==> src/rtl/adeq_pkg.sv <==
`timescale 1ns / 1ps
package adeq_pkg;

   localparam int DEPTH = 16;
   localparam int IDX_W = (DEPTH > 1) ? $clog2(DEPTH) : 1;
   localparam logic [IDX_W-1:0] LAST_IDX = IDX_W'(DEPTH - 1);

   localparam int DATA_W = 32;

   localparam logic [1:0] MODE_PUSH_BACK  = 2'd0;
   localparam logic [1:0] MODE_PUSH_FRONT = 2'd1;
   localparam logic [1:0] MODE_POP_FRONT  = 2'd2;
   localparam logic [1:0] MODE_POP_BACK   = 2'd3;

   localparam logic [1:0] ST_DONE  = 2'd0;
   localparam logic [1:0] ST_FULL  = 2'd1;
   localparam logic [1:0] ST_EMPTY = 2'd2;

   // command from the controller to the cell row and the response path
   typedef struct packed {
      logic             shift;
      logic             write;
      logic [IDX_W-1:0] wr_idx;
      logic [IDX_W-1:0] rd_idx;
      logic             pop_ok;
      logic [1:0]       status;
   } cmd_type;

endpackage

==> src/rtl/array_double_ended_queue_unit.sv <==
`timescale 1ns / 1ps
// Response: a response beat turns valid in the cycle after its request beat is taken.
// Throughput: one beat per cycle while no response stall holds req_tready low;
//   any operation, even a front push moving all entries up, takes one row pass.
// Reset: synchronous, active high; clears head, tail, empty flag and the
//   response valid flag. Cell contents are not cleared and need no sweep.
module array_double_ended_queue_unit (
   input  logic        clock,
   input  logic        reset,
   input  logic        req_tvalid,
   output logic        req_tready,
   input  logic [31:0] req_tdata,   // [31:0] value
   input  logic [1:0]  req_tuser,   // [1:0] mode
   output logic        rsp_tvalid,
   input  logic        rsp_tready,
   output logic [31:0] rsp_tdata,   // [31:0] popped_value
   output logic [1:0]  rsp_tuser    // [1:0] status
);

   adeq_pkg::cmd_type           cmd;
   logic                        fire;
   logic [adeq_pkg::DATA_W-1:0] cell_q [adeq_pkg::DEPTH];
   logic [adeq_pkg::DATA_W-1:0] rd_data;

   logic                        rsp_valid_ff;
   logic                        rsp_valid_in;
   logic [1:0]                  rsp_status_ff;
   logic [adeq_pkg::DATA_W-1:0] rsp_data_ff;

   // Take a new beat whenever the response register is free or draining.
   assign req_tready = !rsp_valid_ff || rsp_tready;
   assign fire       = req_tvalid && req_tready;

   adeq_ctrl u_ctrl (
      .clock (clock),
      .reset (reset),
      .fire  (fire),
      .mode  (req_tuser),
      .cmd   (cmd)
   );

   // Row of storage cells: on a shift each cell takes its lower neighbor and
   // slot 0 takes the pushed entry; otherwise only the addressed cell loads.
   for (genvar g = 0; g < adeq_pkg::DEPTH; g++) begin : g_cell
      logic [adeq_pkg::DATA_W-1:0] prev_q;
      if (g == 0) begin : g_first
         assign prev_q = req_tdata;
      end else begin : g_rest
         assign prev_q = cell_q[g-1];
      end
      adeq_cell u_cell (
         .clock  (clock),
         .shift  (cmd.shift),
         .load   (cmd.write && cmd.wr_idx == adeq_pkg::IDX_W'(g)),
         .prev_q (prev_q),
         .load_d (req_tdata),
         .q      (cell_q[g])
      );
   end

   // Read the slot being popped before this cycle's update lands.
   assign rd_data = cmd.pop_ok ? cell_q[cmd.rd_idx] : '0;

   always_comb begin
      rsp_valid_in = rsp_valid_ff;
      if (fire) begin
         rsp_valid_in = 1'b1;
      end else if (rsp_tready) begin
         rsp_valid_in = 1'b0;
      end
   end

   always_ff @(posedge clock) begin
      if (reset) begin
         rsp_valid_ff <= 1'b0;
      end else begin
         rsp_valid_ff <= rsp_valid_in;
      end
   end

   // Hold the payload while the consumer stalls.
   always_ff @(posedge clock) begin
      if (fire) begin
         rsp_status_ff <= cmd.status;
         rsp_data_ff   <= rd_data;
      end
   end

   assign rsp_tvalid = rsp_valid_ff;
   assign rsp_tuser  = rsp_status_ff;
   assign rsp_tdata  = rsp_data_ff;

   a_fail_gives_zero: assert property (@(posedge clock) disable iff (reset)
      (rsp_valid_ff && rsp_status_ff != adeq_pkg::ST_DONE) |-> (rsp_data_ff == '0))
      else $error("failed operation returned nonzero data");

endmodule

==> src/rtl/adeq_cell.sv <==
`timescale 1ns / 1ps
module adeq_cell (
   input  logic                        clock,
   input  logic                        shift,
   input  logic                        load,
   input  logic [adeq_pkg::DATA_W-1:0] prev_q,
   input  logic [adeq_pkg::DATA_W-1:0] load_d,
   output logic [adeq_pkg::DATA_W-1:0] q
);

   logic [adeq_pkg::DATA_W-1:0] data_ff;
   logic [adeq_pkg::DATA_W-1:0] data_in;

   // shift takes the lower neighbor, load takes the pushed entry
   always_comb begin
      data_in = data_ff;
      if (shift) begin
         data_in = prev_q;
      end else if (load) begin
         data_in = load_d;
      end
   end

   always_ff @(posedge clock) begin
      data_ff <= data_in;
   end

   assign q = data_ff;

endmodule

==> src/rtl/adeq_ctrl.sv <==
`timescale 1ns / 1ps
module adeq_ctrl (
   input  logic                 clock,
   input  logic                 reset,
   input  logic                 fire,
   input  logic [1:0]           mode,
   output adeq_pkg::cmd_type    cmd
);

   logic [adeq_pkg::IDX_W-1:0] head_ff;
   logic [adeq_pkg::IDX_W-1:0] head_in;
   logic [adeq_pkg::IDX_W-1:0] tail_ff;
   logic [adeq_pkg::IDX_W-1:0] tail_in;
   logic                       empty_ff;
   logic                       empty_in;

   always_comb begin
      cmd        = '0;
      cmd.status = adeq_pkg::ST_DONE;
      head_in    = head_ff;
      tail_in    = tail_ff;
      empty_in   = empty_ff;
      unique case (mode) inside
         adeq_pkg::MODE_PUSH_BACK, adeq_pkg::MODE_PUSH_FRONT: begin
            if (empty_ff) begin
               // first entry always lands in slot 0
               cmd.write = 1'b1;
               cmd.wr_idx = '0;
               head_in = '0;
               tail_in = '0;
               empty_in = 1'b0;
            end else if (mode == adeq_pkg::MODE_PUSH_BACK) begin
               if (tail_ff == adeq_pkg::LAST_IDX) begin
                  cmd.status = adeq_pkg::ST_FULL;
               end else begin
                  cmd.write = 1'b1;
                  cmd.wr_idx = tail_ff + 1'b1;
                  tail_in = tail_ff + 1'b1;
               end
            end else if (head_ff == '0) begin
               if (tail_ff == adeq_pkg::LAST_IDX) begin
                  cmd.status = adeq_pkg::ST_FULL;
               end else begin
                  // move the whole row up one slot, new entry enters slot 0
                  cmd.shift = 1'b1;
                  tail_in = tail_ff + 1'b1;
               end
            end else begin
               cmd.write = 1'b1;
               cmd.wr_idx = head_ff - 1'b1;
               head_in = head_ff - 1'b1;
            end
         end
         adeq_pkg::MODE_POP_FRONT, adeq_pkg::MODE_POP_BACK: begin
            cmd.rd_idx = (mode == adeq_pkg::MODE_POP_FRONT) ? head_ff : tail_ff;
            if (empty_ff) begin
               cmd.status = adeq_pkg::ST_EMPTY;
            end else begin
               cmd.pop_ok = 1'b1;
               if (head_ff == tail_ff) begin
                  head_in = '0;
                  tail_in = '0;
                  empty_in = 1'b1;
               end else if (mode == adeq_pkg::MODE_POP_FRONT) begin
                  head_in = head_ff + 1'b1;
               end else begin
                  tail_in = tail_ff - 1'b1;
               end
            end
         end
         default: begin
            cmd.status = adeq_pkg::ST_DONE;
         end
      endcase
      if (!fire) begin
         cmd.shift = 1'b0;
         cmd.write = 1'b0;
         head_in   = head_ff;
         tail_in   = tail_ff;
         empty_in  = empty_ff;
      end
   end

   always_ff @(posedge clock) begin
      if (reset) begin
         head_ff  <= '0;
         tail_ff  <= '0;
         empty_ff <= 1'b1;
      end else begin
         head_ff  <= head_in;
         tail_ff  <= tail_in;
         empty_ff <= empty_in;
      end
   end

   a_empty_at_origin: assert property (@(posedge clock) disable iff (reset)
      empty_ff |-> (head_ff == '0 && tail_ff == '0))
      else $error("empty queue with indices away from slot 0");

   a_head_not_past_tail: assert property (@(posedge clock) disable iff (reset)
      head_ff <= tail_ff)
      else $error("head index passed tail index");

   a_full_keeps_state: assert property (@(posedge clock) disable iff (reset)
      (fire && cmd.status == adeq_pkg::ST_FULL) |=>
         ($stable(head_ff) && $stable(tail_ff) && $stable(empty_ff)))
      else $error("rejected push changed queue state");

endmodule

==> config.mk <==
export PLATFORM = sky130hd
export DESIGN_NAME = array_double_ended_queue_unit
export DESIGN_NICKNAME = d
export VERILOG_FILES = /design/src/rtl/adeq_pkg.sv /design/src/rtl/array_double_ended_queue_unit.sv /design/src/rtl/adeq_cell.sv /design/src/rtl/adeq_ctrl.sv
export SDC_FILE = /design/constraint.sdc
export NUM_CORES = 1
export LEC_CHECK = 0
export CAP_MARGIN = 20
export CORE_MARGIN = 2
export CORE_UTILIZATION = 58
export CTS_BUF_LIST = sky130_fd_sc_hd__clkbuf_16
export DETAILED_ROUTE_END_ITERATION = 10
export DONT_BUFFER_PORTS = 1
export GPL_TIMING_DRIVEN = 1
export PLACE_DENSITY = 0.79
export SLEW_MARGIN = 40
export SYNTH_ARGS = -nofsm -noshare
export SYNTH_HDL_FRONTEND = slang
export SYNTH_SLANG_ARGS = --single-unit
==> constraint.sdc <==
create_clock -name clock -period 4.68 [get_ports clock]
set_clock_uncertainty 0.15 [all_clocks]
set_input_delay 0.702 -clock clock [delete_from_list [all_inputs] [get_ports clock]]
set_output_delay 0.702 -clock clock [all_outputs]
set_load 0.02 [all_outputs]
# After elaboration in Yosys (flattened, before gate mapping)
# Index checks and enable logic that the tools add are counted.
[word_totals]
output_inout_bits = 36
ff_bits = 556
elab_cells = 173
[op_classes]
n_mux = 74
n_addsub = 4
reduce_logical = 45
n_bitwise = 1
eq_ne = 26
order_cmp = 1
[ops]
columns = ["op", "n"]
rows = [
  ["2-to-1 mux 32 bit", 34],
  ["binary-select mux 32 bit (select 4 bit)", 1],
  ["2-to-1 mux 4 bit", 14],
  ["== test 4 bit (second input constant)", 9],
  ["nonzero test 2 bit", 18],
  ["2-to-1 mux 5 bit", 5],
  ["logical AND 1 bit", 17],
  ["== test 4 x 3 -> 1 bit (second input constant)", 4],
  ["one-hot mux 4 bit (2 select lines)", 2],
  ["2-to-1 mux 1 bit", 10],
  ["2-to-1 mux 2 bit", 5],
  ["adder 4 x 1 -> 4 bit (second input constant)", 2],
  ["== test 4 x 2 -> 1 bit (second input constant)", 2],
  ["zero test 4 bit", 2],
  ["subtractor 4 x 1 -> 4 bit (second input constant)", 2],
  ["2-to-1 mux 6 bit", 1],
  ["!= test 3 x 2 -> 1 bit (second input constant)", 2],
  ["AND reduction 6 bit", 1],
  [">= comparator 5 bit (second input constant)", 1],
  ["NOT 4 -> 5 bit", 1],
  ["AND reduction 5 bit", 1],
  ["== test 2 bit (second input constant)", 2],
  ["== test 4 x 1 -> 1 bit (second input constant)", 1],
  ["== test 4 bit", 1],
  ["other kinds (12)", 13],
]

# Longest topological paths before layout
# Gate-level depths: netlist of the first run.
[depth]
word_depth = 10
depth_mapped = 12
ltp_nobuf = 7

# By module
# Synthesis of the first run repeated with hierarchy kept, for this count alone.
[unflattened]
hier_cells = 1800
area_unflattened_um2 = 30653.1
[by_module_without_submodules]
columns = ["mod", "instances", "seq_area_each_um2", "cells_per_inst", "area_per_inst_um2"]
rows = [
  ["adeq_cell", 16, 960.9, 69, 1507.7],
  ["array_double_ended_queue_unit", 1, 1041.0, 581, 5612.9],
  ["adeq_ctrl", 1, 180.2, 115, 917.1],
]

# Worst setup path before layout of the first run
# Ideal clock, no wire load.
[synth_path]
kind = "in2reg"
from = "input port req_tuser[1]"
to = "register g_cell[8].u_cell.data_ff (netlist bit g_cell[8].u_cell.q[0]) (enable)"
setup_slack_ns = -0.178
setup_time_ns = 0.466
required_time_ns = 4.064
path_stages = 6
n_path_buf = 2
arrival_time_ns = 4.242
path_cell_list = "buf_2 > buf_2 > or3_1 > a2111oi_1 > o21ai_0 > o21ai_0"
[synth_between]
elab_chain_len = 7
[synth_lines]
columns = ["element", "line", "text"]
rows = [
  ["start, declared", "array_double_ended_queue_unit.sv:13", "input logic [1:0] req_tuser,"],
  ["zero test 2 bit", "adeq_ctrl.sv:32", "end else if (mode == adeq_pkg::MODE_PUSH_BACK) begin"],
  ["2-to-1 mux 5 bit", "adeq_ctrl.sv:32", ""],
  ["2-to-1 mux 5 bit", "adeq_ctrl.sv:25", "if (empty_ff) begin"],
  ["2-to-1 mux 6 bit (*)", "adeq_ctrl.sv:23", "unique case (mode) inside"],
  ["== test 4 bit / 2-to-1 mux 2 bit (equally long branches)", "array_double_ended_queue_unit.sv:54, adeq_ctrl.sv:75", ""],
  ["logical AND 1 bit", "array_double_ended_queue_unit.sv:54", ".load (cmd.write && cmd.wr_idx == adeq_pkg::IDX_W'(g)),"],
  ["nonzero test 2 bit (no source line) (*)", "-", ""],
  ["end signal, assigned", "adeq_cell.sv:25", "data_ff <= data_in;"],
  ["end, declared", "adeq_cell.sv:11", "logic [adeq_pkg::DATA_W-1:0] data_ff;"],
]
# Every way passes the cells marked *; elsewhere a longest branch is shown, timed or not.
# A chain may end at the register's enable or synchronous reset.

# Worst setup path in the final report of the first run
[layout_path]
from = "register u_ctrl.head_ff[0] (netlist bit)"
to = "register g_cell[5].u_cell.data_ff (netlist bit g_cell[5].u_cell.q[21]) (enable)"
[layout_between]
elab_chain_len = 8
[layout_lines]
columns = ["element", "line", "text"]
rows = [
  ["start, declared", "adeq_ctrl.sv:10", "logic [adeq_pkg::IDX_W-1:0] head_ff;"],
  ["start signal, assigned", "adeq_ctrl.sv:90", "head_ff <= head_in;"],
  ["subtractor 4 x 1 -> 4 bit / zero test 4 bit (equally long branches)", "adeq_ctrl.sv:50, adeq_ctrl.sv:40", ""],
  ["2-to-1 mux 5 bit", "adeq_ctrl.sv:40", "end else if (head_ff == '0) begin"],
  ["2-to-1 mux 5 bit", "adeq_ctrl.sv:32", ""],
  ["2-to-1 mux 5 bit", "adeq_ctrl.sv:25", ""],
  ["2-to-1 mux 6 bit (*)", "adeq_ctrl.sv:23", ""],
  ["== test 4 x 3 -> 1 bit / 2-to-1 mux 2 bit (equally long branches)", "array_double_ended_queue_unit.sv:54, adeq_ctrl.sv:75", ""],
  ["logical AND 1 bit", "array_double_ended_queue_unit.sv:54", ""],
  ["nonzero test 2 bit (no source line) (*)", "-", ""],
  ["end signal, assigned", "adeq_cell.sv:25", ""],
  ["end, declared", "adeq_cell.sv:11", ""],
]
# Marked as above.

==> metrics.yaml, run 1 <==
clock_network:
  ctsResizeCount: 0
  cts_setup_buffers: 0
  cts_tree: "yes"
  clockRootBuffer: "clkbuf_16"
  h-tree-depth: 2
  clk_latency_ns: 0.62
  clk_path_buf_depth: 3
  clkTransAtPathRegs_ns: 0.06
  cts_made_buffers: 56
  clock-sinks: 556
synth:
  synthCells: 2093
  synth.most_common_cell: "edfxtp_1"
  yosysWarnings: 0
  yosys-top-cells-count: "edfxtp_1 (546), a21o_1 (481), nand2_1 (272), clkbuf_1 (110), mux2i_1 (101)"
  synth-main-ff-cell: "edfxtp_1"
  synth_area_leaders: "edfxtp_1 (61%), a21o_1 (14%), nand2_1 (3.8%)"
  ys_ff_latch: 556
  avgSynthCellArea_um2: 12.7
  synth_cell_types: 57
  synthesis.area_mm2: 0.0267
  yosysTopAreaCellShare: 0.615
  synth_nets: 2135
  synthArstFlopShare: 0
  ys_seq_area_frac: 0.622
  synth_edf_count: 546
  synth_top_area_cell: "edfxtp_1"
drt:
  ant_nets: 0
  drc: 0
  vias_per_cell: 6.79
  dr.pass1.iters: 6
  vias: 17900
  wl_um: 69300
  wire_per_inst_um: 26.4
  drt_iter0_drc: 1995
setup_path:
  crit_buf_inv: 2
  path_cells: "inv_1, ha_1, or3b_2, nor3_1, a2111oi_1, nand2_1, o21ai_4, buf_4"
  worstPathRequired_ns: 4.81
  worst_path_max_delay_cell: "o21ai_4"
  crit_type: "flip-flop to flip-flop"
  cp.arrival_ns: 3.89
  start_kind: "flip-flop"
  cp-end-kind: "flip-flop"
  slowest_delay_ns: 0.67
  cp_top_family: "compound AO/OA/AOI/OAI gates"
  critPathMaxFanout: 17
sta:
  slew_headroom: 0.446
  hold_violations: 0
  rsz0062_at_grt: "no"
  hold_ws_ns: 0.0267
  finalCriticalPeriod_ns: 3.76
  worst_slack_ns: 0.920
  setup_viol: 0
  worst_pin_slew_ns: 0.828
  fmax_mhz: 266
  fin_crit_sh: 0.803
  finalMaxSlewViolations: 0
global_routing:
  grt_first_pass_wirelength_um: 104000
  gr-total-overflow: 0
  grt.total_usage: 0.289
  antenna_found_initial: 0
  grt_pass1_vias: 17500
  grt_max_degree: 165
final_layout:
  layoutNonFillerInstCount: 2631
  finalNetCount: 2033
  stdcell_area_mm2: 0.0289
  area_delta_synth_final_pct: 8.24
  drive_above_1_share: 0.0843
  fin_util: 0.636
status:
  status: "finished clean"
placement:
  placed_area_mm2: 0.0271
  dp_slack_ns: 0.956
  gp_congestion: 0.826
  dp_hpwl_um: 39600
  port_buffers: 0
  dp_cells: 2520
power:
  power.density_mw_per_mm2: 368
  max-vdd-ir-drop_mv: 0.305
  p_leak_nw: 12.2
floorplan:
  die_h_um: 218
  die-area_mm2: 0.0477
  core_mm2: 0.0454
  row_count: 78
  io_pins: 74
  fp.dieW_um: 218
  start_util: 0.588
job:
  maxCapViolCount: 0
worst_hold_path:
  hp-class: "primary input to flip-flop"
sequential cells by signal, indices dropped and copies added, names as in the netlist:
| register | cells |
|---|---|
| rsp_tdata | 32 |
| u_ctrl.tail_ff | 4 |
| u_ctrl.head_ff | 4 |
| rsp_tuser | 2 |
| u_ctrl.empty_ff | 1 |
| rsp_tvalid | 1 |
| g_cell.u_cell.q | 512 |
what timing repair did:
action | CTS | global route
setup endpoints to repair | 0 | 0
hold buffers | 12 | 0
hold endpoints to repair | 18 | 0
cell families after synthesis:
logic type               after synthesis  share of synthesized area
multiplexers                         103                     0.0388
adder cells (fa/ha/maj)                4                    0.00188
AO/OA/AOI/OAI                        732                      0.206
XOR/XNOR                               8                    0.00263
flip-flops                           556                      0.622
AND/OR/NAND/NOR                      452                     0.0800
buffers and inverters                238                     0.0484
metrics by stage:
step,TNS (ns),power [W]
2_1_floorplan,-25.85,0.00638
3_3_place_gp,0,0.00654
3_5_place_dp,0,0.00659
4_1_cts,0,0.0107
5_1_grt,0,0.0109
6_report,0,0.0106
area by class of cell:
class / count / area, um2
clock buffer: 57 / 1430
sequential: 556 / 16600
tap: 600 / 751
inverter: 12 / 47.5
multi-input combinational: 1299 / 9070
antenna: 2 / 5.00
timing repair buffer: 66 / 742
clock inverter: 39 / 228
fill: 3353 / 16500
layer usage:
metal  global-route usage  share of wire  vias to the layer above
met1                0.394           0.39                     8857
li1                     -              -                     7745
met4                0.115          0.036                        0
met2                0.463           0.47                     1076
met5                    0              0                        -
met3               0.0487          0.098                      180
final timing paths:
path / from / end / slack [ns] / depth (start not counted)
max: u_ctrl.head_ff[0]$_SDFFE_PP0P_ / g_cell[5].u_cell.q[21]$_DFFE_PP_ / 0.92 / 8
min: req_tdata[8] / g_cell[0].u_cell.q[8]$_DFFE_PP_ / 0.03 / 0
max reg2reg: u_ctrl.head_ff[0]$_SDFFE_PP0P_ / g_cell[5].u_cell.q[21]$_DFFE_PP_ / 0.92 / 8
min reg2reg: g_cell[4].u_cell.q[22]$_DFFE_PP_ / g_cell[5].u_cell.q[22]$_DFFE_PP_ / 0.38 / 1
where the power goes:
group	internal, W	total [W]	leakage (nW)	switching [W]
Sequential	0.00558	0.00567	5.05	0.0000814
Combinational	0.000331	0.000843	6.28	0.000513
Clock	0.00224	0.00412	0.873	0.00187
placed cells by master (no fill, tap or decap), types with 3 or more instances in the layout:
| cell type | netlist | final |
|---|---|---|
| edfxtp_1 | 546 | 546 |
| dfxtp_1 | 10 | 10 |
| dlygate4sd3_1 | 0 | 12 |
| nor2_1 | 10 | 10 |
| nor2b_1 | 7 | 4 |
| clkinv_2 | 0 | 7 |
| clkbuf_16 | 0 | 57 |
| clkinv_1 | 0 | 9 |
| o21ai_0 | 59 | 43 |
| buf_12 | 0 | 12 |
| and2_0 | 9 | 6 |
| nand3_1 | 38 | 38 |
| and2_4 | 10 | 10 |
| a31oi_1 | 34 | 34 |
| o21ai_4 | 0 | 16 |
| a32o_1 | 33 | 33 |
| buf_4 | 6 | 35 |
| a21oi_1 | 8 | 8 |
| nand2_1 | 272 | 271 |
| ha_1 | 4 | 4 |
| and2_1 | 16 | 17 |
| or3_1 | 4 | 4 |
| nor2b_4 | 0 | 3 |
| mux2i_1 | 101 | 100 |
| xor2_1 | 6 | 6 |
| buf_6 | 40 | 3 |
| a21o_1 | 481 | 481 |
| a32oi_1 | 32 | 32 |
| a221oi_1 | 33 | 33 |
| nor3b_1 | 3 | 3 |
| and3_1 | 66 | 66 |
| a211oi_1 | 35 | 35 |
| nor3_1 | 5 | 4 |
| inv_1 | 12 | 29 |
(Power assumes the default switching activity.)
==> run 2, diff against run 1 <==
--- a/config.mk
+++ b/config.mk
@@ -5,9 +5,10 @@
 export SDC_FILE = /design/constraint.sdc
 export NUM_CORES = 1
 export LEC_CHECK = 0
+export ABC_AREA = 1
 export CAP_MARGIN = 20
 export CORE_MARGIN = 2
-export CORE_UTILIZATION = 58
+export CORE_UTILIZATION = 60
 export CTS_BUF_LIST = sky130_fd_sc_hd__clkbuf_16
 export DETAILED_ROUTE_END_ITERATION = 10
 export DONT_BUFFER_PORTS = 1
==> constraint.sdc (replaced) <==
create_clock -name clock -period 3.8 [get_ports clock]
set_clock_uncertainty 0.15 [all_clocks]
set_input_delay 0.57 -clock clock [delete_from_list [all_inputs] [get_ports clock]]
set_output_delay 0.57 -clock clock [all_outputs]
set_load 0.02 [all_outputs]
==> run 2 against run 1 <==
  * Critical path depth stayed put
  * Register-to-register slack worse by 0.22 ns
  * Highest routed layer unchanged
  * Sequential power is 23% higher
  * Die area is 2.4% higher
  * Power is 27% higher
  * Critical path type unchanged
==> metrics.yaml, run 2 <==
global_routing:
  grt_first_pass_wirelength_um: 118000
  grt.total_usage: 0.303
  grt_pass1_vias: 22100
  grt_max_degree: 271
  antenna_found_initial: 0
  gr-total-overflow: 0
power:
  max-vdd-ir-drop_mv: 0.436
  power.density_mw_per_mm2: 438
  total_power_w: 0.0135
  p_leak_nw: 12.5
floorplan:
  fp.dieW_um: 221
  core_mm2: 0.0466
  die_h_um: 221
  die-area_mm2: 0.0489
  row_count: 79
  io_pins: 74
  start_util: 0.607
synth:
  synth_edf_count: 546
  synthArstFlopShare: 0
  yosys-top-cells-count: "nand3_1 (725), edfxtp_1 (546), inv_1 (534), nand2_1 (325), o21ai_1 (238)"
  synth_top_family_by_area: "simple AND/OR/NAND/NOR gates"
  synth_area_leaders: "edfxtp_1 (58%), nand3_1 (13%), inv_1 (7.1%)"
  synthXorXnorAreaFrac: 0.00341
  synth_nets: 3024
  yosysTopAreaCellShare: 0.580
  synthesis.area_mm2: 0.0283
  synth-main-ff-cell: "edfxtp_1"
  avgSynthCellArea_um2: 9.48
  synth_top_area_cell: "edfxtp_1"
  yosysWarnings: 0
  synthAdderAreaFrac: 0.00177
  synth_mux_area_frac: 0
  synth.most_common_cell: "nand3_1"
  ys_seq_area_frac: 0.587
  synth_compound_area_frac: 0.108
  synthCells: 2982
  synth_cell_types: 30
  ys_ff_latch: 556
  yosys.area_share.simple: 0.180
setup_path:
  crit_top_cell: "nand3_1"
  cp_top_family: "simple AND/OR/NAND/NOR gates"
  path_cells: "inv_1, ha_1, nand3_1, nand2_1, o22ai_1, nand3_1, o21ai_4, buf_4"
  start_kind: "flip-flop"
  critPathMaxFanout: 32
  crit_buf_inv: 2
  crit_type: "flip-flop to flip-flop"
  worstPathRequired_ns: 3.91
  cp-end-kind: "flip-flop"
  worst_path_max_delay_cell: "buf_4"
  cp.arrival_ns: 3.20
  slowest_delay_ns: 0.49
clock_network:
  clk_path_buf_depth: 3
  cts_made_buffers: 56
  cts_hold_buffers: 34
  h-tree-depth: 2
  clock-sinks: 556
  cts_tree: "yes"
  clkTransAtPathRegs_ns: 0.06
  cts_setup_buffers: 0
  clockRootBuffer: "clkbuf_16"
  ctsResizeCount: 0
  clk_latency_ns: 0.62
placement:
  gp_congestion: 0.819
  dp_hpwl_um: 43100
  dp_cells: 3446
  port_buffers: 0
drt:
  wire_per_inst_um: 21.0
  wl_um: 75200
  dr.pass1.iters: 6
  drt_iter0_drc: 3260
  vias_per_cell: 6.23
  ant_nets: 0
  vias: 22300
  drc: 0
worst_hold_path:
  hp-class: "primary input to flip-flop"
final_layout:
  layoutNonFillerInstCount: 3585
  finalNetCount: 2974
  largest_reg_flops: 512
  drive_above_1_share: 0.0964
  area_delta_synth_final_pct: 9.00
  layout_commonest_cell: "nand3_1"
  layout_common_cells: "nand3_1 (724), inv_1 (550), edfxtp_1 (546)"
  fin_util: 0.662
  diodes: 0
sta:
  fin_crit_sh: 0.815
  slew_headroom: 0.385
  finalCriticalPeriod_ns: 3.10
  worst_pin_slew_ns: 0.921
  finalMaxSlewViolations: 0
  hold_violations: 0
  rsz0062_at_grt: "no"
  fmax_mhz: 323
  setup_viol: 0
  hold_ws_ns: 0.0929
status:
  status: "finished clean"
job:
  maxCapViolCount: 0
[run 2: layer usage]
metal  part of all wire  vias up  global-route usage  wire, um
met2               0.47     1585               0.491     35500
met5                  0        -                   0         0
met1               0.38    10500               0.409     28400
met4              0.035        0               0.118      2640
li1                   -    10000                   -         -
met3               0.11      216              0.0556      8620
[run 2: area by class of cell]
cell class	instances	area (um2)
flip-flops and latches	556	16600
clock inverters	45	228
multi-input cells	1658	8500
fillers	3437	15700
well taps	607	759
clock buffers	59	1480
inverters	539	2020
repair buffers	121	1230
[run 2: kinds of logic (layout without fill, tap and decap cells)]
logic type      count (synthesis)  in the layout
flops                         556            556
simple gates                 1099           1099
xor+xnor                       11             11
compound gates                544            544
fa+ha+maj                       4              4
buf+inv                       768            764
[run 2: report_power, final]
group / switching (W) / total, W / leakage, nW / internal [W]
clock network: 0.00236 / 0.00521 / 0.902 / 0.00285
logic: 0.000922 / 0.00133 / 6.60 / 0.000411
registers: 0.0000769 / 0.00695 / 5.05 / 0.00688
[run 2: metrics by stage]
step / area, um2 / TNS [ns] / setup slack, ns
after floorplan: 28300 / -109.49 / -0.599
after global placement: 28700 / 0 / 0.800
after detailed placement: 28800 / 0 / 0.736
after CTS: 30800 / 0 / 0.743
after global routing: 30800 / 0 / 0.508
final: 30800 / 0 / 0.703
[run 2: path summary, 6_finish.rpt]
check                                                      start                           endpoint  slack, ns  depth (start not counted)
worst min-delay path                                       reset       u_ctrl.empty_ff$_SDFFE_PP1P_       0.09                          2
worst max register to register    u_ctrl.head_ff[0]$_SDFFE_PP0P_  g_cell[15].u_cell.q[11]$_DFFE_PP_       0.70                          8
worst max-delay path              u_ctrl.head_ff[0]$_SDFFE_PP0P_  g_cell[15].u_cell.q[11]$_DFFE_PP_       0.70                          8
worst min register to register  g_cell[6].u_cell.q[14]$_DFFE_PP_   g_cell[7].u_cell.q[14]$_DFFE_PP_       0.44                          2
